[src/rtl/jpt_pkg.sv]
// Package for the JSON path tokenizer: beat types, codes, character constants and key classifiers.
package jpt_pkg;

   // Default depth of the queue between front and back. Must be 2 or more.
   localparam int QueueDepthDefault = 4;

   // Characters of the path grammar.
   localparam logic [7:0] CharDollar    = 8'h24;
   localparam logic [7:0] CharDot       = 8'h2E;
   localparam logic [7:0] CharOpen      = 8'h5B;
   localparam logic [7:0] CharClose     = 8'h5D;
   localparam logic [7:0] CharDquote    = 8'h22;
   localparam logic [7:0] CharSquote    = 8'h27;
   localparam logic [7:0] CharBackslash = 8'h5C;
   localparam logic [7:0] CharColon     = 8'h3A;
   localparam logic [7:0] CharDash      = 8'h2D;

   typedef enum logic [1:0] {
      KIND_BYTE   = 2'd0,
      KIND_END    = 2'd1,
      KIND_ACCEPT = 2'd2,
      KIND_REJECT = 2'd3
   } kind_type;

   typedef enum logic [3:0] {
      MODE_ROOT   = 4'd0,
      MODE_SEG    = 4'd1,
      MODE_DOT    = 4'd2,
      MODE_BOPEN  = 4'd3,
      MODE_UNQ    = 4'd4,
      MODE_QUOTED = 4'd5,
      MODE_AFTERQ = 4'd6
   } mode_type;

   typedef struct packed {
      logic [7:0] path_byte;
      logic       end_of_path;
   } req_type;

   typedef struct packed {
      logic [1:0] kind;
      logic [7:0] token_byte;
      logic       run_last;
   } rsp_type;

   // Everything one input beat produces, in output order: key byte, token end, verdict.
   typedef struct packed {
      logic       has_byte;
      logic [7:0] token_byte;
      logic       has_end;
      logic       has_verdict;
      logic       accept;
   } entry_type;

   function automatic logic is_dot_key(input logic [7:0] c);
      return (c != CharOpen) && (c != CharDot) && (c != CharClose) &&
             (c != CharDquote) && (c != CharSquote) && (c != CharBackslash);
   endfunction

   function automatic logic is_unq_key(input logic [7:0] c);
      return (c != CharColon) && (c != CharDash) && is_dot_key(c);
   endfunction

endpackage

[src/rtl/jpt_front.sv]
// Front end: parses one path byte per beat and classifies the results it causes.
module jpt_front (
   input  logic               clock,
   input  logic               reset,
   input  logic               take,
   input  jpt_pkg::req_type   req,
   output jpt_pkg::entry_type entry,
   output logic               entry_push
);
   import jpt_pkg::*;

   mode_type   mode_ff, mode_in, mode_mid;
   logic       quote_single_ff, quote_single_in;
   logic       escape_ff, escape_in;
   logic       nonempty_ff, nonempty_in, nonempty_mid;
   logic       failed_ff, failed_in, failed_mid;
   logic [7:0] c;
   logic [7:0] quote_char;
   logic       dot_key, unq_key;

   assign c          = req.path_byte;
   assign quote_char = quote_single_ff ? CharSquote : CharDquote;
   assign dot_key    = is_dot_key(c);
   assign unq_key    = is_unq_key(c);

   // Next state: effect of the byte, then the end-of-path clear.
   always_comb begin
      mode_mid        = mode_ff;
      quote_single_in = quote_single_ff;
      escape_in       = escape_ff;
      nonempty_mid    = nonempty_ff;
      failed_mid      = failed_ff;
      if (!failed_ff) begin
         unique case (mode_ff)
            MODE_ROOT: begin
               if (c == CharDollar) mode_mid = MODE_SEG;
               else failed_mid = 1'b1;
            end
            MODE_SEG: begin
               nonempty_mid = 1'b0;
               escape_in    = 1'b0;
               if (c == CharDot) mode_mid = MODE_DOT;
               else if (c == CharOpen) mode_mid = MODE_BOPEN;
               else failed_mid = 1'b1;
            end
            MODE_DOT: begin
               if (dot_key) begin
                  nonempty_mid = 1'b1;
               end else if (!nonempty_ff) begin
                  failed_mid = 1'b1;
               end else begin
                  nonempty_mid = 1'b0;
                  escape_in    = 1'b0;
                  if (c == CharDot) mode_mid = MODE_DOT;
                  else if (c == CharOpen) mode_mid = MODE_BOPEN;
                  else failed_mid = 1'b1;
               end
            end
            MODE_BOPEN: begin
               if (c == CharDquote || c == CharSquote) begin
                  quote_single_in = (c == CharSquote);
                  escape_in       = 1'b0;
                  nonempty_mid    = 1'b0;
                  mode_mid        = MODE_QUOTED;
               end else if (unq_key) begin
                  nonempty_mid = 1'b1;
                  mode_mid     = MODE_UNQ;
               end else begin
                  failed_mid = 1'b1;
               end
            end
            MODE_UNQ: begin
               if (unq_key) begin
                  mode_mid = MODE_UNQ;
               end else if (c == CharClose) begin
                  mode_mid     = MODE_SEG;
                  nonempty_mid = 1'b0;
               end else begin
                  failed_mid = 1'b1;
               end
            end
            MODE_QUOTED: begin
               if (escape_ff) begin
                  if (c == quote_char || c == CharBackslash) begin
                     nonempty_mid = 1'b1;
                     escape_in    = 1'b0;
                  end else begin
                     failed_mid = 1'b1;
                  end
               end else if (c == CharBackslash) begin
                  escape_in = 1'b1;
               end else if (c == quote_char) begin
                  if (nonempty_ff) mode_mid = MODE_AFTERQ;
                  else failed_mid = 1'b1;
               end else begin
                  nonempty_mid = 1'b1;
               end
            end
            MODE_AFTERQ: begin
               if (c == CharClose) begin
                  mode_mid     = MODE_SEG;
                  nonempty_mid = 1'b0;
               end else begin
                  failed_mid = 1'b1;
               end
            end
            default: failed_mid = 1'b1;
         endcase
      end

      mode_in     = mode_mid;
      nonempty_in = nonempty_mid;
      failed_in   = failed_mid;
      if (req.end_of_path) begin
         mode_in         = MODE_ROOT;
         quote_single_in = 1'b0;
         escape_in       = 1'b0;
         nonempty_in     = 1'b0;
         failed_in       = 1'b0;
      end
   end

   // Outputs: which results this byte causes.
   always_comb begin
      entry            = '0;
      entry.token_byte = c;
      if (!failed_ff) begin
         unique case (mode_ff)
            MODE_DOT: begin
               entry.has_byte = dot_key;
               entry.has_end  = !dot_key && nonempty_ff;
            end
            MODE_BOPEN:  entry.has_byte = unq_key && c != CharDquote && c != CharSquote;
            MODE_UNQ: begin
               entry.has_byte = unq_key;
               entry.has_end  = !unq_key && (c == CharClose);
            end
            MODE_QUOTED: begin
               if (escape_ff) entry.has_byte = (c == quote_char) || (c == CharBackslash);
               else entry.has_byte = (c != CharBackslash) && (c != quote_char);
            end
            MODE_AFTERQ: entry.has_end = (c == CharClose);
            default: entry.has_byte = 1'b0;
         endcase
      end
      if (req.end_of_path) begin
         entry.has_verdict = 1'b1;
         if (failed_mid) begin
            entry.accept = 1'b0;
         end else if (mode_mid == MODE_SEG) begin
            entry.accept = 1'b1;
         end else if (mode_mid == MODE_DOT && nonempty_mid) begin
            // A dot key still open at the end of the path is closed here.
            entry.has_end = 1'b1;
            entry.accept  = 1'b1;
         end else begin
            entry.accept = 1'b0;
         end
      end
   end

   assign entry_push = take && (entry.has_byte || entry.has_end || entry.has_verdict);

   always_ff @(posedge clock) begin
      if (reset) begin
         mode_ff         <= MODE_ROOT;
         quote_single_ff <= 1'b0;
         escape_ff       <= 1'b0;
         nonempty_ff     <= 1'b0;
         failed_ff       <= 1'b0;
      end else if (take) begin
         mode_ff         <= mode_in;
         quote_single_ff <= quote_single_in;
         escape_ff       <= escape_in;
         nonempty_ff     <= nonempty_in;
         failed_ff       <= failed_in;
      end
   end

endmodule

[src/rtl/jpt_queue.sv]
// Short register queue of classified entries between the front and back ends.
module jpt_queue #(
   parameter int Depth = jpt_pkg::QueueDepthDefault
) (
   input  logic               clock,
   input  logic               reset,
   input  logic               push,
   input  jpt_pkg::entry_type push_entry,
   input  logic               pop,
   output jpt_pkg::entry_type head,
   output logic               empty,
   output logic               full
);
   import jpt_pkg::*;

   localparam int PtrW = $clog2(Depth);
   localparam int CntW = $clog2(Depth + 1);

   entry_type            slot_ff [Depth];
   logic [PtrW-1:0]      wr_ptr_ff, wr_ptr_in;
   logic [PtrW-1:0]      rd_ptr_ff, rd_ptr_in;
   logic [CntW-1:0]      count_ff, count_in;
   logic                 do_push, do_pop;

   assign empty   = (count_ff == '0);
   assign full    = (count_ff == CntW'(Depth));
   assign head    = slot_ff[rd_ptr_ff];
   assign do_pop  = pop && !empty;
   assign do_push = push && !full;

   always_comb begin
      wr_ptr_in = wr_ptr_ff;
      rd_ptr_in = rd_ptr_ff;
      count_in  = count_ff;
      if (do_push) wr_ptr_in = (wr_ptr_ff == PtrW'(Depth - 1)) ? '0 : wr_ptr_ff + 1'b1;
      if (do_pop)  rd_ptr_in = (rd_ptr_ff == PtrW'(Depth - 1)) ? '0 : rd_ptr_ff + 1'b1;
      if (do_push && !do_pop) count_in = count_ff + 1'b1;
      else if (do_pop && !do_push) count_in = count_ff - 1'b1;
   end

   always_ff @(posedge clock) begin
      if (do_push) slot_ff[wr_ptr_ff] <= push_entry;
   end

   always_ff @(posedge clock) begin
      if (reset) begin
         wr_ptr_ff <= '0;
         rd_ptr_ff <= '0;
         count_ff  <= '0;
      end else begin
         wr_ptr_ff <= wr_ptr_in;
         rd_ptr_ff <= rd_ptr_in;
         count_ff  <= count_in;
      end
   end

endmodule

[src/rtl/jpt_back.sv]
// Back end: unpacks queued entries into result beats through an output register.
module jpt_back (
   input  logic               clock,
   input  logic               reset,
   input  jpt_pkg::entry_type head,
   input  logic               head_valid,
   output logic               head_pop,
   output logic               rsp_valid,
   input  logic               rsp_stall,
   output jpt_pkg::rsp_type   rsp_payload
);
   import jpt_pkg::*;

   // Bits in order: key byte, token end, verdict.
   logic [2:0] done_ff, done_in;
   logic [2:0] pending, pick;
   logic       valid_ff, valid_in;
   rsp_type    payload_ff, payload_in;
   logic       advance;

   assign pending = {head.has_byte, head.has_end, head.has_verdict} & ~done_ff;
   assign advance = head_valid && (!valid_ff || !rsp_stall);

   always_comb begin
      priority if (pending[2]) pick = 3'b100;
      else if (pending[1]) pick = 3'b010;
      else pick = 3'b001;
   end

   always_comb begin
      done_in    = done_ff;
      valid_in   = valid_ff && rsp_stall;
      payload_in = payload_ff;
      head_pop   = 1'b0;
      if (advance) begin
         valid_in            = 1'b1;
         payload_in.run_last = ((pending & ~pick) == 3'b000);
         unique case (pick)
            3'b100: begin
               payload_in.kind       = KIND_BYTE;
               payload_in.token_byte = head.token_byte;
            end
            3'b010: begin
               payload_in.kind       = KIND_END;
               payload_in.token_byte = '0;
            end
            default: begin
               payload_in.kind       = head.accept ? KIND_ACCEPT : KIND_REJECT;
               payload_in.token_byte = '0;
            end
         endcase
         if (payload_in.run_last) begin
            head_pop = 1'b1;
            done_in  = '0;
         end else begin
            done_in = done_ff | pick;
         end
      end
   end

   always_ff @(posedge clock) begin
      if (reset) begin
         done_ff  <= '0;
         valid_ff <= 1'b0;
      end else begin
         done_ff  <= done_in;
         valid_ff <= valid_in;
      end
   end

   always_ff @(posedge clock) begin
      payload_ff <= payload_in;
   end

   assign rsp_valid   = valid_ff;
   assign rsp_payload = payload_ff;

endmodule

[src/rtl/json_path_tokenizer.sv]
// Top level of the streaming JSON path tokenizer.
// The block reads a JSON path one byte per request beat, with end_of_path set on the
// final byte, and checks it against the grammar "$" followed by .key, [key], ['key']
// or ["key"] segments. Each request beat yields zero to three response beats: key
// bytes with escapes removed, a token-end beat after each key, and on the last byte a
// verdict of accepted or rejected; run_last marks the final response beat of a request
// beat. After the first error the rest of the path is ignored until its last byte,
// which gives the rejected verdict, and the block is then ready for the next path.
// A request beat is taken every cycle while the entry queue has room; the response
// side delivers one beat per cycle while rsp_stall is low, so a byte that yields
// several results occupies the output for one beat per result, and the queue of
// QueueDepth entries lets the parser run ahead of the output until it fills. A
// request reaches the output through a queue slot and then the output register.
module json_path_tokenizer #(
   parameter int QueueDepth = jpt_pkg::QueueDepthDefault
) (
   input  logic             clock,
   input  logic             reset,
   input  logic             req_valid,
   output logic             req_stall,
   input  jpt_pkg::req_type req_payload,
   output logic             rsp_valid,
   input  logic             rsp_stall,
   output jpt_pkg::rsp_type rsp_payload
);
   import jpt_pkg::*;

   entry_type entry, head;
   logic      entry_push, head_pop, head_empty, queue_full, take;

   // The parser only advances when its entry is sure to find room in the queue.
   assign req_stall = queue_full;
   assign take      = req_valid && !queue_full;

   jpt_front u_front (
      .clock      (clock),
      .reset      (reset),
      .take       (take),
      .req        (req_payload),
      .entry      (entry),
      .entry_push (entry_push)
   );

   jpt_queue #(
      .Depth (QueueDepth)
   ) u_queue (
      .clock      (clock),
      .reset      (reset),
      .push       (entry_push),
      .push_entry (entry),
      .pop        (head_pop),
      .head       (head),
      .empty      (head_empty),
      .full       (queue_full)
   );

   jpt_back u_back (
      .clock       (clock),
      .reset       (reset),
      .head        (head),
      .head_valid  (!head_empty),
      .head_pop    (head_pop),
      .rsp_valid   (rsp_valid),
      .rsp_stall   (rsp_stall),
      .rsp_payload (rsp_payload)
   );

endmodule
[config.mk]
export PLATFORM = sky130hd
export DESIGN_NAME = json_path_tokenizer
export DESIGN_NICKNAME = d
export VERILOG_FILES = /design/src/rtl/jpt_pkg.sv /design/src/rtl/jpt_front.sv /design/src/rtl/jpt_queue.sv /design/src/rtl/jpt_back.sv /design/src/rtl/json_path_tokenizer.sv
export SDC_FILE = /design/constraint.sdc
export NUM_CORES = 1
export LEC_CHECK = 0
export BUFFER_PORTS_ARGS = -buffer_cell sky130_fd_sc_hd__clkbuf_2
export CAP_MARGIN = 20
export CORE_MARGIN = 2
export CORE_UTILIZATION = 30
export DETAILED_ROUTE_END_ITERATION = 8
export GPL_TIMING_DRIVEN = 0
export SETUP_SLACK_MARGIN = 0.5
export SLEW_MARGIN = 25
export SYNTH_ARGS = -nofsm -noshare
export SYNTH_HDL_FRONTEND = slang
export SYNTH_HIERARCHICAL = 1
export SYNTH_SLANG_ARGS = --single-unit
export TNS_END_PERCENT = 50
[constraint.sdc]
create_clock -name clock -period 4 [get_ports clock]
set_input_delay 0.4 -clock clock [delete_from_list [all_inputs] [get_ports clock]]
set_output_delay 0.4 -clock clock [all_outputs]
set_load 0.02 [all_outputs]
**Word level (Yosys, flattened, before mapping)**

Memories as Yosys holds them, arrays and structs flattened. A register that Yosys moved wholly into a read port is not among the register bits.
Cells that the tools add are included.

- Bits in registers: 30
- Bits in writable memories: 48
- Input bits: 13
- Memories kept: 1

- $add $sub $neg: 4
- Eq/ne operators: 34
- Multiplexer cells: 86
- Bitwise gates (word level): 5
- Reductions and logical operators: 43

Memories:

| name | words | width | read ports | clocked after memory_dff | wr ports | line | RTL |
|---|---|---|---|---|---|---|---|
| u_queue.slot_ff | 4 | 12 | 1 | 1 | 1 | jpt_queue.sv:19 | `entry_type slot_ff [Depth];` |

Operators by type and width:

| operator | count |
|---|---|
| 4-bit 2-to-1 mux | 15 |
| 1-bit 2-to-1 mux | 53 |
| 8-bit by 6-bit inequality test with 1-bit output (second input constant) | 5 |
| 8-bit by 6-bit equality test with 1-bit output (second input constant) | 4 |
| 4-bit one-hot mux with 7 select lines | 1 |
| 8-bit by 7-bit equality test with 1-bit output (second input constant) | 3 |
| 8-bit by 7-bit inequality test with 1-bit output (second input constant) | 3 |
| 1-bit logical AND | 21 |
| 10-bit one-hot mux with 2 select lines | 1 |
| 3-bit 2-to-1 mux | 6 |
| 4-bit by 2-bit equality test with 1-bit output (second input constant) | 3 |
| 4-bit by 3-bit equality test with 1-bit output (second input constant) | 3 |
| 2-bit 2-to-1 mux | 5 |
| 4-bit by 1-bit equality test with 1-bit output (second input constant) | 2 |
| 8-bit equality test | 1 |
| 1-bit zero test | 8 |
| 8-bit inequality test | 1 |
| 1-bit one-hot mux with 4 select lines | 2 |
| 1-bit one-hot mux with 7 select lines | 1 |
| 3-bit AND | 2 |
| 3-bit equality test (second input constant) | 2 |
| 3-bit zero test | 2 |
| 3-bit by 2-bit inequality test with 1-bit output (second input constant) | 2 |
| 3-bit inverter | 2 |
| other kinds (16) | 24 |

**Depth between registers and ports, before layout**

Gate-level depths: netlist of the first run.

- Word-level depth: 25
- Gate-level depth with buffers: 17
- Gate-level depth less buffers: 15

**By module**

The synthesis of the first run kept the hierarchy.

By module, submodules not included:

| module | instances | cells each | area each (sq um) | sequential area each (sq um) |
|---|---|---|---|---|
| jpt_queue | 1 | 112 | 2,218.4 | 1,621.6 |
| jpt_front | 1 | 175 | 1,330.0 | 160.2 |
| jpt_back | 1 | 47 | 633.1 | 410.4 |
| json_path_tokenizer | 1 | 2 | 17.5 | 0.0 |

**Least setup slack after synthesis of the first run**

No wires, ideal clock.

- Path kind: input to register
- From: input req_payload[4] in the netlist's numbering
- To: register u_queue.count_ff[2]
- Arrival time: 3.625 ns
- Required time: 3.930 ns
- Slack: 0.305 ns
- Stages on the path: 16
- Path buffers: 2
- Cell sequence: buf_6 -> and4b_1 -> buf_2 -> nor4b_2 -> or4_1 -> a311oi_1 -> nor2_1 -> o21ai_1 -> inv_1 -> nor2_2 -> ha_1 -> inv_1 -> fa_1 -> xor2_1 -> or3_2 -> a21oi_1

- Word-level cells in the longest chain between the ends: 24
- Elaborated cells on any way between the ends: 94
- Those cells by class: eq/ne (19); mux (50); reduce/logical (25)

RTL lines:

| item | line | RTL |
|---|---|---|
| start: declaration | json_path_tokenizer.sv:21 | `input jpt_pkg::req_type req_payload,` |
| 8-bit by 7-bit inequality test with 1-bit output or 8-bit by 6-bit inequality test with 1-bit output (tied branches) | jpt_pkg.sv:56 | `return (c != CharOpen) && (c != CharDot) && (c != CharClose) &&` |
| 1-bit logical AND (3 in series) | jpt_pkg.sv:56 |  |
| 1-bit logical AND (2 in series) | jpt_pkg.sv:57 | `(c != CharDquote) && (c != CharSquote) && (c != CharBackslash);` |
| 1-bit logical AND | jpt_pkg.sv:61 | `return (c != CharColon) && (c != CharDash) && is_dot_key(c);` |
| 4-bit 2-to-1 mux | jpt_front.sv:65 | `end else if (unq_key) begin` |
| 4-bit 2-to-1 mux | jpt_front.sv:60 | `if (c == CharDquote \|\| c == CharSquote) begin` |
| 4-bit one-hot mux with 7 select lines | jpt_front.sv:34 | `unique case (mode_ff)` |
| 4-bit 2-to-1 mux | jpt_front.sv:33 | `if (!failed_ff) begin` |
| [6 not listed] | -- |  |
| 1-bit logical OR * (2 in series) | jpt_front.sv:162 | `assign entry_push = take && (entry.has_byte \|\| entry.has_end \|\| entry.has_verdict);` |
| 1-bit logical AND * | jpt_front.sv:162 |  |
| via entry_push | json_path_tokenizer.sv:29 | `logic entry_push, head_pop, head_empty, queue_full, take;` |
| 1-bit logical AND * | jpt_queue.sv:29 | `assign do_push = push && !full;` |
| via u_queue.do_push | jpt_queue.sv:23 | `logic do_push, do_pop;` |
| 1-bit zero test | jpt_queue.sv:38 | `else if (do_pop && !do_push) count_in = count_ff - 1'b1;` |
| 1-bit logical AND | jpt_queue.sv:38 |  |
| 2-bit nonzero test (no source line) | -- |  |
| end signal: assignment | jpt_queue.sv:53 | `count_ff <= count_in;` |
| end: declaration | jpt_queue.sv:22 | `logic [CntW-1:0] count_ff, count_in;` |

The timed path passes the listed nets; every way through them passes the cells marked *.
A chain may end at the register's enable or synchronous reset.

**Final worst setup path of the first run**

- From: register u_front.quote_single_ff
- To: register u_queue.count_ff[2]

- Word-level cells in the longest chain between the ends: 20
- Elaborated cells on any way between the ends: 41
- Those cells by class: eq/ne (4); mux (26); reduce/logical (11)

RTL lines:

| item | line | RTL |
|---|---|---|
| start: declaration | jpt_front.sv:13 | `logic quote_single_ff, quote_single_in;` |
| start signal: assignment | jpt_front.sv:173 | `quote_single_ff <= quote_single_in;` |
| 3-bit 2-to-1 mux * | jpt_front.sv:22 | `assign quote_char = quote_single_ff ? CharSquote : CharDquote;` |
| 8-bit equality test | jpt_front.sv:84, jpt_front.sv:92, jpt_front.sv:139 |  |
| 4-bit 2-to-1 mux | jpt_front.sv:92 | `end else if (c == quote_char) begin` |
| 4-bit 2-to-1 mux | jpt_front.sv:90 | `end else if (c == CharBackslash) begin` |
| 4-bit 2-to-1 mux | jpt_front.sv:83 | `if (escape_ff) begin` |
| 4-bit one-hot mux with 7 select lines | jpt_front.sv:34 |  |
| 4-bit 2-to-1 mux | jpt_front.sv:33 |  |
| 4-bit by 2-bit equality test with 1-bit output | jpt_front.sv:152 | `end else if (mode_mid == MODE_DOT && nonempty_mid) begin` |
| [5 not listed] | -- |  |
| 1-bit logical OR * (2 in series) | jpt_front.sv:162 |  |
| 1-bit logical AND * | jpt_front.sv:162 |  |
| via entry_push | json_path_tokenizer.sv:29 |  |
| 1-bit logical AND * | jpt_queue.sv:29 |  |
| via u_queue.do_push | jpt_queue.sv:23 |  |
| 1-bit zero test | jpt_queue.sv:38 |  |
| 1-bit logical AND | jpt_queue.sv:38 |  |
| 2-bit nonzero test (no source line) | -- |  |

Marks and branches as above.

==> reports/metrics.cfg, run 1 <==
[run_status]
status=finished clean

[synthesis]
avgSynthCellArea_sq_um=12.50
synth_top_area_share=0.4219
ys_seq_area_frac=0.5221
synth_xor_area_frac=0.01043
yosys_warnings=6
synth_ff_type=edfxtp_1
synth_area_leaders=edfxtp_1 (42%), dfxtp_1 (10%), mux4_2 (6.4%), a21oi_1 (2.1%), buf_4 (2.0%)
synth_seq_cells=80
muxShareOfSynthArea=0.07658
synth.largest_area_cell=edfxtp_1
synth_compound_area_frac=0.1296
syn_nets=356
synth_fa_ha_area_frac=0.02533
synthDistinctLibCells=75
syn_area_sq_mm=0.004199
synth_top_family_by_area=simple AND/OR/NAND/NOR gates
postSynthCellCount=336
synth_edf_count=59
synth_simple_gate_area_frac=0.1800
synth-async-reset-ratio=0

[finish]
area_delta_synth_final_pct=19.10
final_cell_mix=edfxtp_1 (59), clkbuf_2 (24), dfxtp_1 (20)
drive_gt1_frac=0.3177
stdcell_count=564
layout_commonest_cell=edfxtp_1
final_nets=399
antenna_cells=0
fill_cells=1393
final_util=0.3631

[power_and_ir_drop]
netSwitchingFraction=0.2896
power_frac_clock=0.301
combinationalPowerShare=0.278
p_int_uw=1858
cellPowerDensity_mw_per_mm2=523.1
design_power_total_uw=2616
irDropWorstVdd_v=0.0002066
p_sw_uw=757.7
seq_power_share=0.421
p_leak_uw=0.001776

[die]
die_area_sq_mm=0.01496
initial_core_util=0.3049
die_w_microns=122.3
fp.dieH_microns=122.3
fp.coreArea_sq_mm=0.01377
ioPinCount=26
num_rows=43

[setup_path]
startpoint_type=flip-flop
crit_path_cell_trace=or3_4, a2111oi_4, o2111ai_2, a311oi_2, nor2_2, o21ai_2, inv_2, nor2_4, ha_4, inv_2, fa_2, xor2_1, or3_4, a21oi_2
crit_family=compound AO/OA/AOI/OAI gates
critical_path_buf_inv_count=2
critical_path_class=reg -> reg
cp_max_fo=3
endpoint_kind=flip-flop
arrival_ps=3640
cp.required_ps=4270
cpPeakStageDelay_ps=450
r2r_slack_ps=620
crit_slowest_cell=a2111oi_4

[sta]
fin_tns_setup_ps=0
finClkSkew_ps=8.622
fmax_ghz=0.2961
fin_crit_ps=3378
fin_crit_sh=0.8445
drv_slew=0
finalSetupViolCount=0
tightestPinTransition_ps=847.8
slew_headroom=0.4271
hold_violations=0
rsz0062_at_grt=no

[placement]
io_buffers=24
dp.final_hpwl_mm=6.263
place_congestion=0.8324
placedCellCount=540

[detailed_routing]
drcViolationCount=0
dr.pass1.iters=4
via_per_inst=5.039
drtIter0Drc=280
via_count=2842
detail-route-antenna-nets=0
drt-total-wl_mm=8.912
routedWlPerCell_microns=15.80

[global_routing]
grt_max_degree=14
grt_usage=0.1277
grt_pass1_vias=2828
overflow=0
grt_pass1_wl_mm=14.67
antenna_found_initial=0

[clock_network]
cts_tree=built
postCtsHoldBufs=0
cts.sinks=80
clk_pin_slew_ps=60
cts-root-buf=clkbuf_16
clockBufferDepth=2
h-tree-depth=3
clock_latency_ps=330
cts_inserted_buffers=9

[job]
max_cap_violations=0

[hold_path]
hold_path_class=in -> reg

kinds of logic after synthesis:
family | Yosys count
AND/OR/NAND/NOR | 118
flip-flops | 80
adder cells (fa/ha/maj) | 8
buffers and inverters | 41
XOR/XNOR | 5
AO/OA/AOI/OAI | 67
multiplexers | 17
worst paths after layout:
| path | start | end | depth (start not counted) |
|---|---|---|---|
| hold / removal | req_payload[4] | u_queue/slot_ff[2][6] | 1 |
| setup reg to reg | u_front/quote_single_ff | u_queue/count_ff[2] | 14 |
| hold reg to reg | u_front/quote_single_ff | u_front/quote_single_ff | 2 |
| setup / recovery | u_front/quote_single_ff | u_queue/count_ff[2] | 14 |
synth_stat cells (3+ instances only):
cell type / instances
buf_4: 11
and3_2: 4
nor3_1: 8
nand3_1: 13
mux4_2: 12
inv_1: 14
nand4_1: 3
nand2_1: 15
buf_6: 3
dfxtp_1: 21
a31oi_1: 4
mux2i_1: 4
nor2_1: 17
o21ai_1: 3
or3_1: 3
nand2b_1: 10
and2_1: 10
nor3b_1: 3
ha_1: 6
xor2_1: 5
clkbuf_1: 3
buf_2: 6
a21oi_1: 18
edfxtp_1: 59
nor2b_1: 7
o211ai_1: 4
o21ai_0: 7
final cells by class:
type | instances | area [sq um] | share of cell area
clock buffers | 14 | 286.5 | 0.05729
flip-flops and latches | 80 | 2193 | 0.4386
clock inverters | 2 | 10.01 | 0.002001
repair buffers | 32 | 180.2 | 0.03603
well taps | 180 | 225.2 | 0.04503
inverters | 16 | 70.07 | 0.01401
plain buffers | 25 | 180.2 | 0.03603
multi-input cells | 215 | 1856 | 0.3710
repair_timing:
action	in CTS	in global routing
resized for setup	4	10
setup endpoints to repair	2	1
buffers inserted	2	6
pin swaps	2	7
power groups by stage:
| stage | registers, uW | logic, uW | clock network (uW) |
|---|---|---|---|
| 2_1_floorplan | 1190 | 455 | 0 |
| 3_3_place_gp | 1110 | 698 | 0 |
| 3_5_place_dp | 1120 | 704 | 0 |
| 4_1_cts | 1100 | 711 | 809 |
| 5_1_grt | 1110 | 804 | 844 |
| 6_report | 1100 | 727 | 788 |
stage by stage:
stage,worst slack (ps),instance area (sq um),hold slack (ps)
2_1_floorplan,579.6,4235,445.2
3_3_place_gp,170.4,4581,475.8
3_5_place_dp,62.25,4587,488.3
4_1_cts,533.9,4913,262.1
5_1_grt,500.0,5001,262.2
6_report,622.2,5001,275.1
per-layer routing:
| layer | track usage | part of all wire | vias up |
|---|---|---|---|
| met5 | 0 | 0 | - |
| met4 | 0.05819 | 0.016 | 0 |
| met3 | 0.03160 | 0.041 | 13 |
| met2 | 0.2184 | 0.52 | 55 |
| met1 | 0.1510 | 0.42 | 1411 |
| li1 | - | - | 1363 |
registers in the layout, summed over array words and instances (netlist names), named ones only:
register / cells
u_back/rsp_payload: 11
u_front/escape_ff: 1
u_queue/slot_ff: 48
u_back/rsp_valid: 1
u_front/failed_ff: 1
u_front/mode_ff: 4
u_queue/count_ff: 3
u_queue/wr_ptr_ff: 2
u_front/nonempty_ff: 1
u_back/done_ff: 3
u_front/quote_single_ff: 1
u_queue/rd_ptr_ff: 2
No activity file was read; power rests on OpenSTA's default activity.
==> run 2: changes to the inputs <==
- ABC_AREA: not set -> 1
- clock period: 4 -> 2.8 ns (I/O delays scaled with it)
==> run 2 against run 1 <==
Effect of this change:
- sequential share of layout area shrank 1.9 points
- largest power group is now combinational logic
- critical path depth grew 1
- highest routed layer unchanged
- hold slack worse by 110 ps
- non-clock buffer count is 16 higher
==> reports/metrics.cfg, run 2 <==
[setup_path]
cp.required_ps=3020
crit_family=adder cells
critical_path_class=reg -> reg
cpPeakStageDelay_ps=420
reg2reg_depth=15
critical_path_buf_inv_count=4
crit_path_cell_trace=inv_1, buf_4, o21ai_0, o22ai_2, nand2_4, inv_2, nand2_1, nand2_2, nor2_4, nand2_2, ha_4, inv_2, fa_2, o21ai_1, nor2_1
critical_path.endpoint=u_queue/count_ff[1]
timing.rr.end=u_queue/count_ff[1]
cp_max_fo=10
arrival_ps=2660
crit_slowest_cell=fa_2
endpoint_kind=flip-flop
startpoint_type=flip-flop
r2r_slack_ps=360
cp.depth=15

[sta]
fin_crit_ps=2439
rsz0062_at_grt=yes
finClkSkew_ps=8.758
finalSetupViolCount=0
drv_slew=0
fin_tns_setup_ps=0
holdWs_ps=163.5
fin_crit_sh=0.8709
tightestPinTransition_ps=746.3
hold_violations=0
fmax_ghz=0.4101
slew_headroom=0.5019

[synthesis]
yosysMostFrequentCell=nand2_1
synth_compound_area_frac=0.1105
muxShareOfSynthArea=0
postSynthCellCount=483
avgSynthCellArea_sq_um=8.789
yosys_warnings=6
netlist_top_cells_count=nand2_1 (87), nor2_1 (82), edfxtp_1 (59)
synth_fa_ha_area_frac=0.02240
synth_top_family_by_area=simple AND/OR/NAND/NOR gates
synth_xor_area_frac=0.002063
synth-async-reset-ratio=0
synth_top_area_share=0.4173
ys_seq_area_frac=0.5164
synth_seq_cells=80
synth.largest_area_cell=edfxtp_1
synth_simple_gate_area_frac=0.2508
synth_edf_count=59
synth_ff_type=edfxtp_1
syn_area_sq_mm=0.004245
syn_nets=503
synthDistinctLibCells=42
synth_area_leaders=edfxtp_1 (42%), dfxtp_1 (9.9%), nand2_1 (7.7%), nor2_1 (7.3%), inv_1 (5.0%)

[die]
die_w_microns=123.0
ioPinCount=26
die_area_sq_mm=0.01512
fp.dieH_microns=123.0
num_rows=43
fp.coreArea_sq_mm=0.01383
initial_core_util=0.3070

[clock_network]
cts_inserted_buffers=9
postCtsHoldBufs=0
h-tree-depth=3
cts.sinks=80
cts-root-buf=clkbuf_16
cts_tree=built
clock_latency_ps=330
clk_pin_slew_ps=60
clockBufferDepth=2

[power_and_ir_drop]
p_sw_uw=1711
combinationalPowerShare=0.395
cellPowerDensity_mw_per_mm2=903.1
p_leak_uw=0.002207
irDropWorstVdd_v=0.0003485
netSwitchingFraction=0.3604
design_power_total_uw=4747
p_int_uw=3036
seq_power_share=0.352
power_frac_clock=0.253

[finish]
layout_commonest_cell=nand2_1
antenna_cells=0
fill_cells=1343
top_register=u_queue/slot_ff
final_nets=567
drive_gt1_frac=0.3116
area_delta_synth_final_pct=23.81
final_cell_mix=nand2_1 (84), nor2_1 (75), edfxtp_1 (59)
largest_register_ffs=48

[detailed_routing]
via_per_inst=4.553
detail-route-antenna-nets=0
routedWlPerCell_microns=12.71
drt-total-wl_mm=9.305
via_count=3333
drcViolationCount=0
drtIter0Drc=152
dr.pass1.iters=4

[global_routing]
grt_usage=0.1288
grt_pass1_wl_mm=15.14
antenna_found_initial=0
overflow=0
grt_pass1_vias=3265
grt_max_degree=14

[placement]
place_congestion=0.8379
io_buffers=24
dp.final_hpwl_mm=6.450

[job]
max_cap_violations=0

[hold_path]
hold_path_class=in -> reg

[run_status]
status=finished clean

-- run 2: cell count changes in the layout (fill, tap and decap cells not counted), moves of 12 or more --
cell / change
nand2_1: +69
mux4_2: -12
inv_2: +13
nand2_2: +14
o21ai_1: +17
inv_1: +38
nor2_1: +59
buf_4: +23
nor2_2: +13
-- run 2: final cells by class --
cell class / instances / area, sq um / area share
buffer: 20 / 162.7 / 0.03095
clock buffer: 9 / 225.2 / 0.04285
clock inverter: 7 / 86.33 / 0.01642
inverter: 70 / 281.5 / 0.05356
multi-input combinational: 313 / 1732 / 0.3294
sequential: 80 / 2206 / 0.4197
tap: 180 / 225.2 / 0.04285
timing repair buffer: 53 / 337.8 / 0.06427
-- run 2: routing by layer --
layer  routed length [microns]  global-route usage  share of wire  up-vias
li1                          -                   -              -     1703
met1                      3849              0.1425           0.41     1524
met2                      4863              0.2372           0.52       86
met3                       379             0.02675          0.041       20
met4                       214             0.05532          0.023        0
met5                         0                   0              0        -
-- run 2: metrics by stage --
| step | cells | worst slack (ps) | util | area [sq um] |
|---|---|---|---|---|
| detailed placement | 687 | -43.55 | 0.3349 | 4631 |
| finish | 732 | 361.4 | 0.3801 | 5256 |
| floorplan | 483 | 419.2 | - | 4275 |
| CTS | 724 | 346.6 | 0.3723 | 5147 |
| global route | 732 | 143.5 | 0.3801 | 5256 |
| global placement | 687 | -297.5 | 0.3342 | 4621 |
-- run 2: worst min path at each step --
stage                            from               endpoint  slack [ps]  depth (start not counted)
global placement    u_back/done_ff[0]      u_back/done_ff[0]         430                          2
CTS                    req_payload[0]  u_queue/slot_ff[2][1]         150                          1
detailed placement  u_back/done_ff[0]      u_back/done_ff[0]         440                          2
floorplan                       reset       u_back/rsp_valid         350                          1
global route           req_payload[0]  u_queue/slot_ff[2][1]         150                          1
finish                 req_payload[0]  u_queue/slot_ff[2][1]         160                          1
-- run 2: logic make-up (layout without fill, tap and decap cells) --
kind of cell | after synthesis | count (layout)
adders and majority gates | 7 | 7
xor gates and xnor gates | 1 | 1
and+or+nand+nor | 227 | 227
buffers and inverters | 90 | 159
AOI/OAI and AO/OA | 78 | 78
DFF | 80 | 80
-- run 2: repair_timing --
action | CTS | global route
pin swaps | 15 | 9
setup endpoints to repair | 51 | 54
resized for setup | 15 | 15
hold endpoints to repair | 0 | 0
setup buffers | 21 | 8
-- run 2: power by group through the flow --
stage | logic (uW) | clock network, uW | registers [uW]
floorplan | 1180 | 0 | 1790
global placement | 1660 | 0 | 1690
detailed placement | 1700 | 0 | 1700
CTS | 1860 | 1230 | 1670
global route | 2090 | 1280 | 1690
finish | 1880 | 1200 | 1670
